===== src/sv/ppool_pkg.sv =====
// ============================================================================
// ppool_pkg
// Shared constants, types and helpers of the 2x2 stride-2 pooling stream core.
// ============================================================================
package ppool_pkg;

    // default sizes
    localparam int SAMPLE_BITS_DEF = 16;
    localparam int MAX_WIDTH_DEF   = 1024;

    // position counters and count registers
    localparam int POS_LIMIT    = 1024;
    localparam int POS_BITS     = 10;
    localparam int CNT_BITS     = 11;
    localparam int CFG_IDX_BITS = 2;

    localparam logic [CNT_BITS-1:0] CNT_LIMIT = CNT_BITS'(POS_LIMIT);

    // register indexes
    localparam logic [CFG_IDX_BITS-1:0] CFG_POOL_MODE     = 2'd0;
    localparam logic [CFG_IDX_BITS-1:0] CFG_CHANNEL_COUNT = 2'd1;
    localparam logic [CFG_IDX_BITS-1:0] CFG_MAP_HEIGHT    = 2'd2;
    localparam logic [CFG_IDX_BITS-1:0] CFG_MAP_WIDTH     = 2'd3;

    // pooling modes
    localparam logic MODE_MAX = 1'b0;
    localparam logic MODE_AVG = 1'b1;

    // configuration as seen by the datapath, counts already clamped
    typedef struct packed {
        logic                pool_mode;
        logic [CNT_BITS-1:0] channel_count;
        logic [CNT_BITS-1:0] map_height;
        logic [CNT_BITS-1:0] map_width;
    } t_cfg;

    // scan position info for the item at the input
    typedef struct packed {
        logic                in_win;
        logic                col_odd;
        logic                row_odd;
        logic                last_win;
        logic [POS_BITS-1:0] col;
    } t_scan_ctl;

    // zero acts as one, anything above the cap acts as the cap
    function automatic logic [CNT_BITS-1:0] clamp_count(
        input logic [CNT_BITS-1:0] v,
        input logic [CNT_BITS-1:0] cap
    );
        logic [CNT_BITS-1:0] res;
        if (v == '0) begin
            res = CNT_BITS'(1);
        end else if (v > cap) begin
            res = cap;
        end else begin
            res = v;
        end
        return res;
    endfunction

endpackage


===== src/sv/ppool_scan.sv =====
// ============================================================================
// ppool_scan
// Column, row and channel counters that track where each sample sits.
// ============================================================================
module ppool_scan (
    input  logic                  i_clk,
    input  logic                  i_rst_n,
    input  ppool_pkg::t_cfg       i_cfg,
    input  logic                  i_adv,
    output ppool_pkg::t_scan_ctl  o_ctl
);
    import ppool_pkg::*;

    logic [POS_BITS-1:0] r_col, r_row, r_chan;
    logic [POS_BITS-1:0] n_col, n_row, n_chan;

    logic [CNT_BITS-1:0] col_ext, row_ext, chan_ext;
    logic                col_end, row_end, chan_end;
    logic                col_has_pair, row_has_pair;
    logic                last_col, last_row;

    assign col_ext  = CNT_BITS'(r_col);
    assign row_ext  = CNT_BITS'(r_row);
    assign chan_ext = CNT_BITS'(r_chan);

    // window membership: the sample has a partner column and a partner row
    assign col_has_pair = (col_ext | CNT_BITS'(1)) < i_cfg.map_width;
    assign row_has_pair = (row_ext | CNT_BITS'(1)) < i_cfg.map_height;

    // position of the final window of the map
    assign last_col = (CNT_BITS'(r_col[POS_BITS-1:1]) + CNT_BITS'(1))
                      == (i_cfg.map_width >> 1);
    assign last_row = (CNT_BITS'(r_row[POS_BITS-1:1]) + CNT_BITS'(1))
                      == (i_cfg.map_height >> 1);

    assign col_end  = (col_ext + CNT_BITS'(1)) >= i_cfg.map_width;
    assign row_end  = (row_ext + CNT_BITS'(1)) >= i_cfg.map_height;
    assign chan_end = (chan_ext + CNT_BITS'(1)) >= i_cfg.channel_count;

    always_comb begin
        o_ctl.in_win   = col_has_pair && row_has_pair;
        o_ctl.col_odd  = r_col[0];
        o_ctl.row_odd  = r_row[0];
        o_ctl.last_win = chan_end && last_row && last_col;
        o_ctl.col      = r_col;
    end

    // raster advance
    always_comb begin
        n_col  = r_col;
        n_row  = r_row;
        n_chan = r_chan;
        if (i_adv) begin
            if (col_end) begin
                n_col = '0;
                if (row_end) begin
                    n_row  = '0;
                    n_chan = chan_end ? '0 : POS_BITS'(r_chan + 1'b1);
                end else begin
                    n_row = POS_BITS'(r_row + 1'b1);
                end
            end else begin
                n_col = POS_BITS'(r_col + 1'b1);
            end
        end
    end

    always_ff @(posedge i_clk) begin
        if (!i_rst_n) begin
            r_col  <= '0;
            r_row  <= '0;
            r_chan <= '0;
        end else begin
            r_col  <= n_col;
            r_row  <= n_row;
            r_chan <= n_chan;
        end
    end

endmodule


===== config.mk =====
export PLATFORM = sky130hd
export DESIGN_NAME = ppool_scan
export DESIGN_NICKNAME = d
export VERILOG_FILES = /design/src/sv/ppool_pkg.sv /design/src/sv/ppool_scan.sv
export SDC_FILE = /design/constraint.sdc
export NUM_CORES = 1
export LEC_CHECK = 0
export BUFFER_PORTS_ARGS = -buffer_cell sky130_fd_sc_hd__buf_2
export CORE_ASPECT_RATIO = 1.2
export CORE_MARGIN = 1.5
export CORE_UTILIZATION = 50
export DETAILED_ROUTE_END_ITERATION = 12
export GPL_ROUTABILITY_DRIVEN = 1
export GPL_TIMING_DRIVEN = 0
export PLACE_DENSITY_LB_ADDON = 0.3
export SLEW_MARGIN = 20
export SYNTH_ARGS = -nofsm -noshare
export SYNTH_HDL_FRONTEND = slang
export SYNTH_SLANG_ARGS = --single-unit

===== constraint.sdc =====
create_clock -name i_clk -period 3.6 [get_ports i_clk]
set_input_delay 0.18 -clock i_clk [delete_from_list [all_inputs] [get_ports i_clk]]
set_output_delay 0.18 -clock i_clk [all_outputs]
set_load 0.005 [all_outputs]

## After elaboration in Yosys (flattened, before gate mapping)

Index checks and enable logic that the tools add are counted.

- Div/mod/pow operators: 0
- Muxes and demuxes: 3
- Equality and inequality tests: 2
- $mul: 0
- Shift operators: 0
- Add/subtract/negate cells: 8
- Magnitude comparators: 5
- Bitwise logic cells: 0
- Reduce and logical (&&, ||, !) cells: 5

Operators by type and width:

| kind | number |
|---|---|
| adder 10 x 1 -> 11 bit, second input constant | 3 |
| greater-or-equal comparator 11 bit | 3 |
| adder 10 x 1 -> 10 bit, second input constant | 3 |
| two-way mux 10 bit | 3 |
| < comparator 10 x 11 -> 1 bit | 2 |
| adder 9 x 1 -> 10 bit, second input constant | 2 |
| == test 10 bit | 2 |
| logical AND 1 bit | 3 |
| AND reduction 3 bit | 1 |
| AND reduction 2 bit | 1 |

- Memory bits (writable): 0
- Register bits after elaboration: 30
- Memories kept: 0
- Bits in latches: 0
- Output and inout port bits: 14
- ROM bits: 0
- Logic and storage cells: 26
- Bits of input ports: 37

## Depth between registers and ports, before layout

- Depth after elaboration: 4
- Depth in mapped cells: 13

## Worst setup path after synthesis

No wires, ideal clock.

- Path type: flip-flop to flip-flop
- From: register r_chan[0]
- To: register r_chan[0]
- Cell stages (with the launch flop): 13
- Arrival: 2837 ps
- Buffers on the path: 0
- Path slack: 694 ps
- Path through: dfxtp_1 -> ha_1 -> and3_1 -> nand3_1 -> nor2_1 -> xor2_1 -> ha_1 -> a21o_1 -> a21o_1 -> a21o_1 -> a21o_1 -> or4_1 -> a21oi_1

- Word-level cells in the longest chain between the ends: 3
- Elaborated cells between the ends (all ways): 4
- Classes of those cells: add/sub: 2; order compare: 1; mux: 1

Ends and longest elaborated chain:

| what | RTL line | source |
|---|---|---|
| start: declaration | ppool_scan.sv:14 | `logic [POS_BITS-1:0] r_col, r_row, r_chan;` |
| start signal: assignment | ppool_scan.sv:76 | `r_chan <= n_chan;` |
| adder 10 x 1 -> 11 bit | ppool_scan.sv:38 | `assign chan_end = (chan_ext + CNT_BITS'(1)) >= i_cfg.channel_count;` |
| greater-or-equal comparator 11 bit | ppool_scan.sv:38 |  |
| two-way mux 10 bit * | ppool_scan.sv:58 | `n_chan = chan_end ? '0 : POS_BITS'(r_chan + 1'b1);` |

Every way passes the cells marked *; elsewhere a longest branch is shown, timed or not.
A chain may end at the register's enable or synchronous reset.

==> out/summary.txt <==
Syn Inst Count - 435
fillcell total - 579
WP data arrival - 3.19 ns
total gr overflow - 0
crit path capture - o_ctl[10]
Tcrit/Tclk final - 93.6%
Synth area leaders - ha_1 (21%), dfxtp_1 (18%), xnor2_1 (7.2%)
Hold-fix buffers, CTS - 0
first-pass GRT wire length - 14.4 mm
Starting Density - 52.4%
Syn. warnings - 0
GP Congestion - 0.864
Startpoint Class - register
Clock Path Buffers - 2
asr flop ratio synth - 0%
Root Buffer - clkbuf_8
CP endpoint kind - output pin
DR iter-0 viols - 147
Critical path origin - r_chan[0]$_SDFFE_PN0P_
Comb pwr share - 16.0%
NetSw - 0.000219 W
Sw Share - 26.8%
Worst R2R Path Depth - 12
H-tree levels - 2
measured slew at the worst slew-check pin - 0.504 ns
Req. time, crit path - 3.42 ns
Worst R2R End - r_chan[0]$_SDFFE_PN0P_
Post-Syn Area - 3420 um^2
num rows - 32
clock power share - 42.6%
vias post-DR - 3,247
final-report hold violation count - 0
FMAX - 297 MHz
Yosys top cell by area - ha_1
most common flop cell mapped by yosys - dfxtp_1
multi-input logic area - 2590 um^2
sequential share of the synthesized area - 17.6%
Synth top area share - 20.5%
Reg area - 603 um^2
Avg Inst Size Synth - 7.86 um^2
Synth Register Bits - 30
CTS Buf Count - 5
EDFF count, synth - 0
min Tclk post-route - 3.37 ns
status - finished clean
share of layout cells above drive strength 1 - 16.7%
io pins - 51
Worst Setup Path Type - reg2out
Flop pwr share - 41.4%
final setup vio count - 0
pre-CTS WS - 0.148 ns
Die H - 93.6 um
area grow syn2layout - 14.0%
clk sink count - 30
Max IR drop VDD - 0.150 mV
DIE AREA - 7340 um^2
internal power - 0.000598 W
Cell Pwr Density - 210 nW/um^2
antenna violations before repair - 0
wire length per cell - 14.7 um
P_leak - 1.97 nW
Hold Crit Class - in2reg
Total Power - 0.000817 W
vias in the first global route - 3,184
RR Startpoint - r_chan[0]$_SDFFE_PN0P_
Ant. Diodes - 0
I/O Buffers - 48
final setup skew - 0.0159 ns
Tot GR Track Use - 24.6%
via density per instance - 5.64
CTS tree - built
Detailed Route WL - 8.46 mm
clock latency at the later pin of the worst-skew pair - 0.30 ns
Final HPWL DP - 6.61 mm
DRC errors left - 0
Slew headroom - 66.4%
library cells used by synthesis - 51
CP max FO - 6
Die Width - 78.5 um
first-pass detailed-route iteration total - 4
r2r setup slk - 0.25 ns
Post-DRT Antenna Nets - 0
Syn Nets - 528
core area - 6530 um^2
fin. max-slew vios - 0
clk slew on worst S/H paths - 0.07 ns
max-capacitance violation count - 0
Nets - 583
min setup slack post-route - 0.231 ns
largest net degree at the start of global routing - 11
## worst min-delay path by stage
stage	from	end	slack, ns	cells after the start
finish	i_rst_n	r_chan[2]$_SDFFE_PN0P_	0.23	2
global route	i_rst_n	r_chan[2]$_SDFFE_PN0P_	0.24	2
CTS	i_rst_n	r_chan[2]$_SDFFE_PN0P_	0.23	2
detailed placement	r_chan[9]$_SDFFE_PN0P_	r_chan[9]$_SDFFE_PN0P_	0.51	2
global placement	r_chan[9]$_SDFFE_PN0P_	r_chan[9]$_SDFFE_PN0P_	0.49	2
floorplan	i_rst_n	r_row[8]$_SDFFE_PN0P_	0.34	1
## final cells by class
class / instances / area share (%)
Multi-Input combinational cell: 348 / 66.5
Clock buffer: 7 / 1.96
Clock inverter: 1 / 0.771
Inverter: 34 / 3.28
Timing Repair Buffer: 48 / 6.17
Sequential cell: 30 / 15.5
Tap cell: 85 / 2.73
Buffer: 23 / 3.08
## layout by cell type, fill, tap and decap left out, drive strengths merged, types with 2 or more instances in the layout
cell     Yosys  layout
dfxtp       30      30
o21a         7       7
nand2b       4       4
xor2        27      27
nor2        20      20
nor4         3       3
xnor2       28      28
nor3         8       8
a32o         7       7
nand2       33      33
nand4        9       9
buf         18      66
o21ai       21      21
o2bb2ai      2       2
a21oi       30      30
and4         5       5
clkbuf       5      12
a31oi        2       2
o22ai        2       2
nor2b        4       4
a211oi       2       2
ha          56      56
inv         33      33
a21o        10      10
nor3b        7       7
nand3       22      22
a21boi       2       2
or4          2       2
and3        18      18
o211ai       4       4
## cells by family after synthesis
family,Yosys count,share of synthesized area [%]
XOR/XNOR,55,14.1
AND/OR/NAND/NOR,140,21.9
AO/OA/AOI/OAI,95,18.0
multiplexers,2,0.622
buffers and inverters,57,7.25
adder cells (fa/ha/maj),56,20.5
flip-flops,30,17.6
## registers in the layout, indices dropped and copies added, names as in the netlist
name    flops
r_col      10
r_row      10
r_chan     10
## stage by stage
step / setup TNS, ns / utilization (%) / hold WS (ns) / instance area [um^2] / cells
final: 0 / 59.7 / 0.233 / 3890 / 576
after global routing: -0.00268 / 59.7 / 0.238 / 3890 / 576
after CTS: 0 / 59.3 / 0.228 / 3870 / 576
after detailed placement: 0 / 57.7 / 0.507 / 3760 / 568
after global placement: 0 / 57.7 / 0.491 / 3760 / 568
after floorplan: 0 / - / 0.343 / 3420 / 435
## what timing repair did
action                     4_1_cts  5_1_grt
gates resized for setup          0        7
setup buffers                    0        0
setup endpoints to repair        0       28
## worst max-delay path, stage by stage, from the launching register on
cell,delay (ns)
dfxtp_1,0.42
ha_1,0.25
and3_1,0.25
nand3_1,0.22
nor2_1,0.19
xor2_1,0.22
ha_1,0.28
a21o_1,0.18
a21o_1,0.17
a21o_1,0.20
a21oi_2,0.27
nor4b_1,0.12
buf_2,0.14
## power by group through the flow
stage | Clock (W) | Combinational, W | Sequential [W]
5_1_grt | 0.000365 | 0.000148 | 0.000339
3_3_place_gp | 0 | 0.000124 | 0.000346
4_1_cts | 0.000347 | 0.000130 | 0.000338
2_1_floorplan | 0 | 0.0000766 | 0.000345
6_report | 0.000348 | 0.000130 | 0.000338
3_5_place_dp | 0 | 0.000129 | 0.000346
## metal layers
layer	track usage [%]	wire (um)	up-vias
li1	-	-	1654
met1	30.2	3740	1498
met2	42.4	4130	73
met3	4.00	339	22
met4	10.3	242	0
met5	0	0	-
## cells in the mapped netlist, types with 4 or more instances
library cell / instances
a21o_1: 10
a21oi_1: 29
a32o_1: 7
and3_1: 17
and4_1: 4
buf_2: 12
buf_4: 5
clkbuf_1: 5
dfxtp_1: 30
ha_1: 56
inv_1: 33
nand2_1: 33
nand2b_1: 4
nand3_1: 22
nand4_1: 9
nor2_1: 19
nor2b_1: 4
nor3_1: 8
nor3b_1: 7
o211ai_1: 4
o21a_1: 7
o21ai_0: 18
xnor2_1: 28
xor2_1: 27
No activity file was read; power rests on OpenSTA's default activity.
