$ cat src/sv/ppool_pkg.sv
// ============================================================================
// ppool_pkg
// Shared constants, types and helpers of the 2x2 stride-2 pooling stream core.
// ============================================================================
package ppool_pkg;

    // default sizes
    localparam int SAMPLE_BITS_DEF = 16;
    localparam int MAX_WIDTH_DEF   = 1024;

    // position counters and count registers
    localparam int POS_LIMIT    = 1024;
    localparam int POS_BITS     = 10;
    localparam int CNT_BITS     = 11;
    localparam int CFG_IDX_BITS = 2;

    localparam logic [CNT_BITS-1:0] CNT_LIMIT = CNT_BITS'(POS_LIMIT);

    // register indexes
    localparam logic [CFG_IDX_BITS-1:0] CFG_POOL_MODE     = 2'd0;
    localparam logic [CFG_IDX_BITS-1:0] CFG_CHANNEL_COUNT = 2'd1;
    localparam logic [CFG_IDX_BITS-1:0] CFG_MAP_HEIGHT    = 2'd2;
    localparam logic [CFG_IDX_BITS-1:0] CFG_MAP_WIDTH     = 2'd3;

    // pooling modes
    localparam logic MODE_MAX = 1'b0;
    localparam logic MODE_AVG = 1'b1;

    // configuration as seen by the datapath, counts already clamped
    typedef struct packed {
        logic                pool_mode;
        logic [CNT_BITS-1:0] channel_count;
        logic [CNT_BITS-1:0] map_height;
        logic [CNT_BITS-1:0] map_width;
    } t_cfg;

    // scan position info for the item at the input
    typedef struct packed {
        logic                in_win;
        logic                col_odd;
        logic                row_odd;
        logic                last_win;
        logic [POS_BITS-1:0] col;
    } t_scan_ctl;

    // zero acts as one, anything above the cap acts as the cap
    function automatic logic [CNT_BITS-1:0] clamp_count(
        input logic [CNT_BITS-1:0] v,
        input logic [CNT_BITS-1:0] cap
    );
        logic [CNT_BITS-1:0] res;
        if (v == '0) begin
            res = CNT_BITS'(1);
        end else if (v > cap) begin
            res = cap;
        end else begin
            res = v;
        end
        return res;
    endfunction

endpackage

$ cat src/sv/ppool_if.sv


// register write channel
interface ppool_cfg_if;
    logic                                  valid;
    logic                                  ready;
    logic [ppool_pkg::CFG_IDX_BITS-1:0]    index;
    logic [ppool_pkg::CNT_BITS-1:0]        data;

    modport source (output valid, output index, output data, input ready);
    modport sink   (input valid, input index, input data, output ready);
endinterface

$ cat src/sv/ppool_cfg.sv
// ============================================================================
// ppool_cfg
// Configuration registers; counts are clamped to their legal range on write.
// ============================================================================
module ppool_cfg #(
    parameter int MAX_WIDTH = ppool_pkg::MAX_WIDTH_DEF
) (
    input  logic             i_clk,
    input  logic             i_rst_n,
    ppool_cfg_if.sink        i_cfg,
    output ppool_pkg::t_cfg  o_cfg
);
    import ppool_pkg::*;

    localparam int WIDTH_CAP_I = (MAX_WIDTH < POS_LIMIT) ? MAX_WIDTH : POS_LIMIT;
    localparam logic [CNT_BITS-1:0] WIDTH_CAP = CNT_BITS'(WIDTH_CAP_I);

    t_cfg r_cfg;
    t_cfg n_cfg;

    // writes are always taken
    assign i_cfg.ready = 1'b1;

    // register write decode
    always_comb begin
        n_cfg = r_cfg;
        if (i_cfg.valid) begin
            case (i_cfg.index)
                CFG_POOL_MODE:     n_cfg.pool_mode     = i_cfg.data[0];
                CFG_CHANNEL_COUNT: n_cfg.channel_count = clamp_count(i_cfg.data, CNT_LIMIT);
                CFG_MAP_HEIGHT:    n_cfg.map_height    = clamp_count(i_cfg.data, CNT_LIMIT);
                CFG_MAP_WIDTH:     n_cfg.map_width     = clamp_count(i_cfg.data, WIDTH_CAP);
                default:           n_cfg = r_cfg;
            endcase
        end
    end

    always_ff @(posedge i_clk) begin
        if (!i_rst_n) begin
            r_cfg.pool_mode     <= MODE_MAX;
            r_cfg.channel_count <= CNT_BITS'(1);
            r_cfg.map_height    <= CNT_BITS'(2);
            r_cfg.map_width     <= CNT_BITS'(2);
        end else begin
            r_cfg <= n_cfg;
        end
    end

    assign o_cfg = r_cfg;

endmodule

$ cat src/flat_wrapper.sv
// flat-port wrapper written by rule: the top's interface ports become plain ports
module ppool_cfg_flat import ppool_pkg::*;
#(
    parameter int MAX_WIDTH = ppool_pkg::MAX_WIDTH_DEF
)
  (i_clk, i_rst_n, o_cfg, i_cfg_valid, i_cfg_index, i_cfg_data, i_cfg_ready);
  ppool_cfg_if i_cfg_i ();
  input  logic i_clk;
  input  logic i_rst_n;
  output ppool_pkg::t_cfg o_cfg;
  input wire logic [$bits(i_cfg_i.valid)-1:0] i_cfg_valid;
  input wire logic [$bits(i_cfg_i.index)-1:0] i_cfg_index;
  input wire logic [$bits(i_cfg_i.data)-1:0] i_cfg_data;
  output wire logic [$bits(i_cfg_i.ready)-1:0] i_cfg_ready;
  assign i_cfg_i.valid = i_cfg_valid;
  assign i_cfg_i.index = i_cfg_index;
  assign i_cfg_i.data = i_cfg_data;
  assign i_cfg_ready = i_cfg_i.ready;
  ppool_cfg #(.MAX_WIDTH(MAX_WIDTH)) u_core (.i_clk(i_clk), .i_rst_n(i_rst_n), .i_cfg(i_cfg_i), .o_cfg(o_cfg));
endmodule
$ cat config.mk
export PLATFORM = sky130hd
export DESIGN_NAME = ppool_cfg_flat
export DESIGN_NICKNAME = d
export VERILOG_FILES = /design/src/sv/ppool_pkg.sv /design/src/sv/ppool_if.sv /design/src/sv/ppool_cfg.sv /design/src/flat_wrapper.sv
export SDC_FILE = /design/constraint.sdc
export NUM_CORES = 1
export LEC_CHECK = 0
export ABC_CLOCK_PERIOD_IN_PS = 1700
export BUFFER_PORTS_ARGS = -buffer_cell sky130_fd_sc_hd__buf_2
export CAP_MARGIN = 20
export CORE_ASPECT_RATIO = 1.75
export CORE_MARGIN = 3
export CORE_UTILIZATION = 54
export CTS_BUF_LIST = sky130_fd_sc_hd__clkbuf_4
export DETAILED_ROUTE_END_ITERATION = 8
export PLACE_DENSITY = 0.95
export SLEW_MARGIN = 20
export SYNTH_ARGS = -nofsm -noshare
export SYNTH_HDL_FRONTEND = slang
export SYNTH_SLANG_ARGS = --single-unit
$ cat constraint.sdc
create_clock -name i_clk -period 1.7 [get_ports i_clk]
set_input_delay 0.17 -clock i_clk [delete_from_list [all_inputs] [get_ports i_clk]]
set_output_delay 0.17 -clock i_clk [all_outputs]
set_load 0.05 [all_outputs]
Word level (Yosys, flattened, before mapping)
Cells that the tools add are included.
Widths: inputs -> output; s select.

storage, ports and cells
  bits in registers = 34
  bits of input ports = 16
  output and inout port bits = 35
  logic and storage cells = 16

operators by class
  order comparisons = 1
  eq/ne operators = 3
  multiplexer cells = 2
  reduce and logical (&&, ||, !) cells = 6

operators with widths
  cell                  number
  $mux 11               2
  $gt 11x11->1 const B  1
  $logic_not 11->1      1
  $reduce_and 2->1      4
  $eq 2x2->1 const B    2
  $eq 2x1->1 const B    1
  $logic_not 2->1       1

Longest topological paths before layout
Gate-level depths: netlist of run 1.

  word-level depth = 3
  gate-level depth with buffers = 5
  depth with buffers taken out = 3

Worst setup path before layout of run 1
OpenSTA, ideal clock, no wires.

  path kind = input to register
  start = input port i_cfg_data[6]
  end = register u_core.r_cfg (netlist bit u_core.o_cfg[28])
  setup time = 0.087 ns
  data arrival time = 0.971 ns
  slack = 0.643 ns
  stages on the path = 4
  path buffers = 1
  cell sequence = nor4_4 -> a31oi_1 -> buf_6 -> a221oi_2

between the ends
  longest elaborated chain between the ends = 3
  elaborated cells between the ends (all ways) = 4
  classes of those cells = order compare (1); mux (2); reduce/logical (1)

ends and longest elaborated chain
  what                  line                RTL
  start, declared       flat_wrapper.sv:13  input wire logic [$bits(i_cfg_i.data)-1:0] i_cfg_data;
  $gt 11x11->1          ppool_pkg.sv:54     end else if (v > cap) begin
  $mux 11               ppool_pkg.sv:54
  $mux 11 (*)           ppool_pkg.sv:52     if (v == '0) begin
  end signal, assigned  ppool_cfg.sv:45     r_cfg <= n_cfg;
  end, declared         ppool_cfg.sv:18     t_cfg r_cfg;

Mark *: on every way between the ends. The rest lies on a longest branch, timed or not.
A chain may end at the register's enable or synchronous reset.

Final worst setup path of run 1
  start = register u_core.r_cfg (netlist bit u_core.o_cfg[13])
  end = output port o_cfg[13] in the netlist's numbering

RTL lines
  what           line                RTL
  end, declared  flat_wrapper.sv:10  output ppool_pkg::t_cfg o_cfg;

No word-level cell between the ends.

==> flow_metrics.env, run 1 <==
export IMPL_dpl_hpwl_mm=2.62
export IMPL_fmax_mhz=871
export IMPL_antenna_found_initial=0
export IMPL_pwr_density_cell_mw_per_mm2=868
export IMPL_synth_compound_area_share_pct=21.1
export IMPL_setup_tns_ns=0
export IMPL_first_pass_iters=4
export IMPL_fin_util_pct=68.6
export IMPL_chipWidth_microns=44.8
export IMPL_synth_edf_count=0
export IMPL_synth_seq_area_share_pct=47.9
export IMPL_largest_reg_flops=34
export IMPL_clk_pin_slew_ns=0.10
export IMPL_reg2reg_slack_ns=0.90
export IMPL_syn_nets=180
export IMPL_wl_mm=3.52
export IMPL_setup_viol=0
export IMPL_ys_ff_latch=34
export IMPL_grt_pass1_vias=1225
export IMPL_ios=51
export IMPL_htreeDepth=2
export IMPL_synthSimpleGateAreaFrac_pct=24.8
export IMPL_vias=1350
export IMPL_max_slew_margin_rel_pct=63.1
export IMPL_design_die_area_sq_mm=0.00331
export IMPL_synthMuxAreaShare_pct=0.705
export IMPL_antenna_cells=0
export IMPL_max_cap_violations=0
export IMPL_cts_root_buffer="clkbuf_4"
export IMPL_post_cts_setup_buffers=0
export IMPL_holdPathStages=2
export IMPL_gp_congestion=0.782
export IMPL_clock_latency_ns=0.33
export IMPL_path_cells="buf_2"
export IMPL_postCtsHoldBufs=0
export IMPL_drive_above_1_share_pct=32.5
export IMPL_synth_ff_type="dfxtp_1"
export IMPL_syn_inst=164
export IMPL_syn_area_sq_mm=0.00142
export IMPL_fin_skew_ns=0
export IMPL_crit_family="flip-flops"
export IMPL_drc=0
export IMPL_rsz0062_at_grt="no"
export IMPL_async_flop_share_pct=0
export IMPL_initial_core_util_pct=57.0
export IMPL_clock_sinks=34
export IMPL_critPathKind="reg -> out"
export IMPL_hold_path_startpoint="i_rst_n"
export IMPL_min_period_ns=1.15
export IMPL_critPathCaptureType="output pin"
export IMPL_std_cell_rows=24
export IMPL_status="finished clean"
export IMPL_die_height_microns=73.8
export IMPL_cts_tree="yes"
export IMPL_synth_top_family_by_area="simple AND/OR/NAND/NOR gates"
export IMPL_cp_buffers_inverters=1
export IMPL_p_leak_uw=0.000715
export IMPL_overflow=0
export IMPL_yosys_area_share_xor_xnor_pct=0
export IMPL_ant_nets=0
export IMPL_synth_adder_area_share_pct=0
export IMPL_r2r_end="u_core.o_cfg[25]"
export IMPL_syn_to_final_growth_pct=20.4
export IMPL_grt_pass1_wl_mm=5.49
export IMPL_worstPathArrival_ns=0.98
export IMPL_ir_drop_v=0.000660
export IMPL_numPortBuffers=49
export IMPL_grt_usage_pct=23.1
export IMPL_wl_per_cell_microns=14.8
export IMPL_viasPerCell=5.67
export IMPL_slowest_stage="dfxtp_1"
export IMPL_final_max_slew_violation_count=0
export IMPL_num_nets_final=227
export IMPL_hold_viol_final=0
export IMPL_clockBufferDepth=2
export IMPL_r2r_start="u_core.o_cfg[25]"
export IMPL_dp_cells=230
export IMPL_crit_path_max_incr_delay_ns=0.37
export IMPL_critPathLaunchType="flip-flop"
export IMPL_hold_slack_ns=0.0765
export IMPL_core_area_sq_mm=0.00249
export IMPL_p_total_uw=1480
export IMPL_crit_required_ns=1.53
export IMPL_ys_warn_count=0
export IMPL_hp_class="in -> reg"
export IMPL_tightest_slew_ns=0.554
export IMPL_period_share_pct=67.5
export IMPL_syn_area_per_cell_sq_um=8.66
export IMPL_grt_max_degree=33
export IMPL_r2r_cells=2
export IMPL_drtIter0Drc=39
export IMPL_fin_cells=238
export IMPL_min_to="u_core.o_cfg[12]"
export IMPL_cts_buffers=5
export IMPL_path_max_fanout=2
export IMPL_synth_distinct_cells=27
export IMPL_cts_resized=0
[cell usage in the layout (no fill, tap or decap)]
master	n
o31ai_1	2
nor4_4	1
buf_4	4
a221oi_1	1
o211ai_1	2
nand2_1	57
and3_1	1
nor2_1	2
nand3_1	5
a32oi_1	1
nor3b_1	1
conb_1	1
clkbuf_4	5
nor2b_1	4
dfxtp_1	34
nor4_1	2
a31oi_1	1
a221oi_2	10
mux2i_1	1
o21ai_0	1
and3b_1	2
nand3b_1	2
a21oi_1	18
buf_2	49
inv_1	2
clkinv_1	3
[layout make-up]
cell class / instances / area [sq um]
fill: 217 / 783
sequential: 34 / 681
multi-input combinational: 115 / 664
timing repair buffer: 53 / 275
clock buffer: 5 / 37.5
tap: 26 / 32.5
clock inverter: 3 / 11.3
inverter: 2 / 7.51
[cell usage after synthesis, types with 2 or more instances]
| cell | instances | share of area, % |
|---|---|---|
| a21oi_1 | 18 | 6.3 |
| a221oi_2 | 10 | 11 |
| and3b_1 | 2 | 1.2 |
| buf_2 | 2 | 0.70 |
| buf_4 | 2 | 1.1 |
| clkbuf_1 | 7 | 1.9 |
| dfxtp_1 | 34 | 48 |
| inv_1 | 2 | 0.53 |
| nand2_1 | 57 | 15 |
| nand3_1 | 5 | 1.8 |
| nand3b_1 | 2 | 1.1 |
| nor2_1 | 2 | 0.53 |
| nor2b_1 | 4 | 1.8 |
| nor4_1 | 2 | 0.88 |
| o211ai_1 | 2 | 1.1 |
| o31ai_1 | 2 | 1.1 |
[per-stage QoR]
stage | worst slack, ns | instance area (sq um)
after floorplan | 0.643 | 1420
after global placement | 0.448 | 1660
after detailed placement | 0.338 | 1660
after CTS | 0.557 | 1710
after global routing | 0.514 | 1710
final | 0.552 | 1710
[kinds of logic after synthesis]
| logic type | after synthesis |
|---|---|
| buffers and inverters | 15 |
| flip-flops | 34 |
| AO/OA/AOI/OAI | 36 |
| other | 1 |
| AND/OR/NAND/NOR | 77 |
| multiplexers | 1 |
[report_power, final]
group / switching [uW] / internal (uW) / total [uW]
Combinational: 186 / 62.4 / 249
Sequential: 11.1 / 819 / 830
Clock: 258 / 147 / 405
[per-layer routing]
metal  share of wire, %  wire [microns]  vias to the layer above  global-route usage [%]
li1                   -               -                      656                       -
met1                 36            1270                      614                    24.1
met2                 53            1860                       65                    38.9
met3                6.7             236                       15                    6.13
met4                4.5             157                        0                    15.4
met5                  0               0                        -                       0
[worst max path at each step]
| stage | from | endpoint | cells after the start |
|---|---|---|---|
| detailed placement | i_cfg_data[0] | u_core.o_cfg[25] | 5 |
| CTS | u_core.o_cfg[33] | o_cfg[33] | 1 |
| floorplan | i_cfg_data[6] | u_core.o_cfg[28] | 4 |
| finish | u_core.o_cfg[13] | o_cfg[13] | 1 |
| global placement | i_cfg_index[1] | u_core.o_cfg[30] | 4 |
| global route | u_core.o_cfg[33] | o_cfg[33] | 1 |
No activity file was read; power rests on OpenSTA's default activity.
==> inputs of run 2 (changes only) <==
--- a/config.mk
+++ b/config.mk
@@ -5,15 +5,15 @@
 export SDC_FILE = /design/constraint.sdc
 export NUM_CORES = 1
 export LEC_CHECK = 0
-export ABC_CLOCK_PERIOD_IN_PS = 1700
+export ABC_CLOCK_PERIOD_IN_PS = 950
 export BUFFER_PORTS_ARGS = -buffer_cell sky130_fd_sc_hd__buf_2
 export CAP_MARGIN = 20
 export CORE_ASPECT_RATIO = 1.75
 export CORE_MARGIN = 3
-export CORE_UTILIZATION = 54
+export CORE_UTILIZATION = 46
 export CTS_BUF_LIST = sky130_fd_sc_hd__clkbuf_4
 export DETAILED_ROUTE_END_ITERATION = 8
-export PLACE_DENSITY = 0.95
+export PLACE_DENSITY = 0.89
 export SLEW_MARGIN = 20
 export SYNTH_ARGS = -nofsm -noshare
 export SYNTH_HDL_FRONTEND = slang
==> constraint.sdc (replaced) <==
create_clock -name i_clk -period 0.95 [get_ports i_clk]
set_input_delay 0.095 -clock i_clk [delete_from_list [all_inputs] [get_ports i_clk]]
set_output_delay 0.095 -clock i_clk [all_outputs]
set_load 0.05 [all_outputs]
==> run 2 against run 1 <==
The flow now finishes with violations (negative setup slack). Final cell count increased by 13%. Via count increased by 15%. Core utilization increased by 11 points. Power increased by 99%. Largest cell class is now non-clock buffers. Largest power group unchanged.
==> flow_metrics.env, run 2 (synthesized netlist as in run 1, its figures left out) <==
export IMPL_cts_buffers=5
export IMPL_dp_cells=255
export IMPL_path_max_fanout=2
export IMPL_fin_cells=268
export IMPL_std_cell_rows=26
export IMPL_design_die_area_sq_mm=0.00382
export IMPL_hold_path_startpoint="i_cfg_data[10]"
export IMPL_max_cap_violations=0
export IMPL_syn_to_final_growth_pct=63.6
export IMPL_critPathLaunch="u_core.o_cfg[22]"
export IMPL_dpl_hpwl_mm=2.98
export IMPL_min_period_ns=0.992
export IMPL_setup_viol=15
export IMPL_pwr_density_cell_mw_per_mm2=1270
export IMPL_grt_pass1_vias=1472
export IMPL_drtIter0Drc=64
export IMPL_clockBufferDepth=2
export IMPL_ant_nets=0
export IMPL_clk_pin_slew_ns=0.11
export IMPL_top_layer="met4"
export IMPL_critPathCaptureType="output pin"
export IMPL_hp_class="in -> reg"
export IMPL_grt_usage_pct=24.4
export IMPL_gp_congestion=0.885
export IMPL_hold_slack_ns=0.0101
export IMPL_htreeDepth=2
export IMPL_wl_per_cell_microns=18.4
export IMPL_die_height_microns=79.5
export IMPL_fin_skew_ns=0
export IMPL_ir_drop_v=0.00116
export IMPL_core_area_sq_mm=0.00293
export IMPL_period_share_pct=104
export IMPL_worstPathArrival_ns=0.90
export IMPL_status="finished, violations left"
export IMPL_layout_commonest_cell="nand2_1"
export IMPL_hold_viol_final=0
export IMPL_wl_met1_mm=1.63
export IMPL_ios=51
export IMPL_grt_pass1_wl_mm=6.58
export IMPL_vias=1558
export IMPL_path_depth=1
export IMPL_initial_core_util_pct=48.5
export IMPL_path_cells="buf_8"
export IMPL_clock_sinks=34
export IMPL_chipWidth_microns=48
export IMPL_p_leak_uw=0.000943
export IMPL_grt_max_degree=19
export IMPL_overflow=0
export IMPL_fmax_mhz=1010
export IMPL_fin_util_pct=79.4
export IMPL_wl_mm=4.93
export IMPL_slowest_stage="dfxtp_2"
export IMPL_drive_above_1_share_pct=55.4
export IMPL_r2r_start="u_core.o_cfg[22]"
export IMPL_antenna_found_initial=0
export IMPL_drc=0
export IMPL_cts_tree="yes"
export IMPL_setup_tns_ns=-0.183
export IMPL_critPathKind="reg -> out"
export IMPL_setup_slack_ns=-0.0420
export IMPL_final_cell_mix="nand2_1, dfxtp_2, buf_8"
export IMPL_holdPathStages=3
export IMPL_fillers=175
export IMPL_clock_latency_ns=0.36
export IMPL_p_total_uw=2950
export IMPL_first_pass_iters=4
export IMPL_cp_buffers_inverters=1
export IMPL_dr_wl_met3_microns=285
export IMPL_wl_met2_mm=2.74
export IMPL_viasPerCell=5.81
export IMPL_critPathLaunchType="flip-flop"
export IMPL_num_nets_final=255
export IMPL_cts_root_buffer="clkbuf_4"
export IMPL_final_max_slew_violation_count=0
export IMPL_r2r_cells=2
export IMPL_crit_path_max_incr_delay_ns=0.38
export IMPL_antenna_cells=0
export IMPL_crit_required_ns=0.85
export IMPL_largest_reg_flops=34
export IMPL_violations="negative setup slack"
export IMPL_rsz0062_at_grt="yes"
export IMPL_numPortBuffers=49
export IMPL_crit_family="flip-flops"
## run 2: worst paths after layout
| path | to | slack (ns) |
|---|---|---|
| max reg2reg | u_core.o_cfg[22] | 0.08 |
| max | o_cfg[22] | -0.04 |
| min reg2reg | u_core.o_cfg[17] | 0.48 |
| min | u_core.o_cfg[32] | 0.01 |
## run 2: what timing repair did
| action | 4_1_cts | 5_1_grt |
|---|---|---|
| hold buffers | 1 | 0 |
| setup endpoints to repair | 34 | 40 |
| buffers inserted | 0 | 4 |
| gates resized for setup | 87 | 37 |
| hold endpoints to repair | 2 | 0 |
## run 2: final cells by class
cell class	instances	area (sq um)	share of cell area [%]
clock buffer	6	45.0	1.94
clock inverter	2	8.76	0.377
inverter	2	7.51	0.323
multi-input combinational	115	671	28.9
sequential	34	723	31.1
tap	28	35.0	1.51
timing repair buffer	81	833	35.9
## run 2: metal layers
metal | vias up | global-route usage, %
li1 | 715 | -
met1 | 730 | 24.7
met2 | 87 | 42.7
met3 | 26 | 5.19
met4 | 0 | 13.2
met5 | - | 0
## run 2: where the power goes
part           switching [uW]  internal (uW)
clock network             504            306
registers                38.9           1470
logic                     371            254
## run 2: stage by stage
step | setup slack, ns | instance area [sq um]
after floorplan | -0.00859 | 1430
after global placement | -0.273 | 1860
after detailed placement | -0.301 | 1860
after CTS | -0.00656 | 2170
after global routing | -0.0837 | 2320
final | -0.0420 | 2320
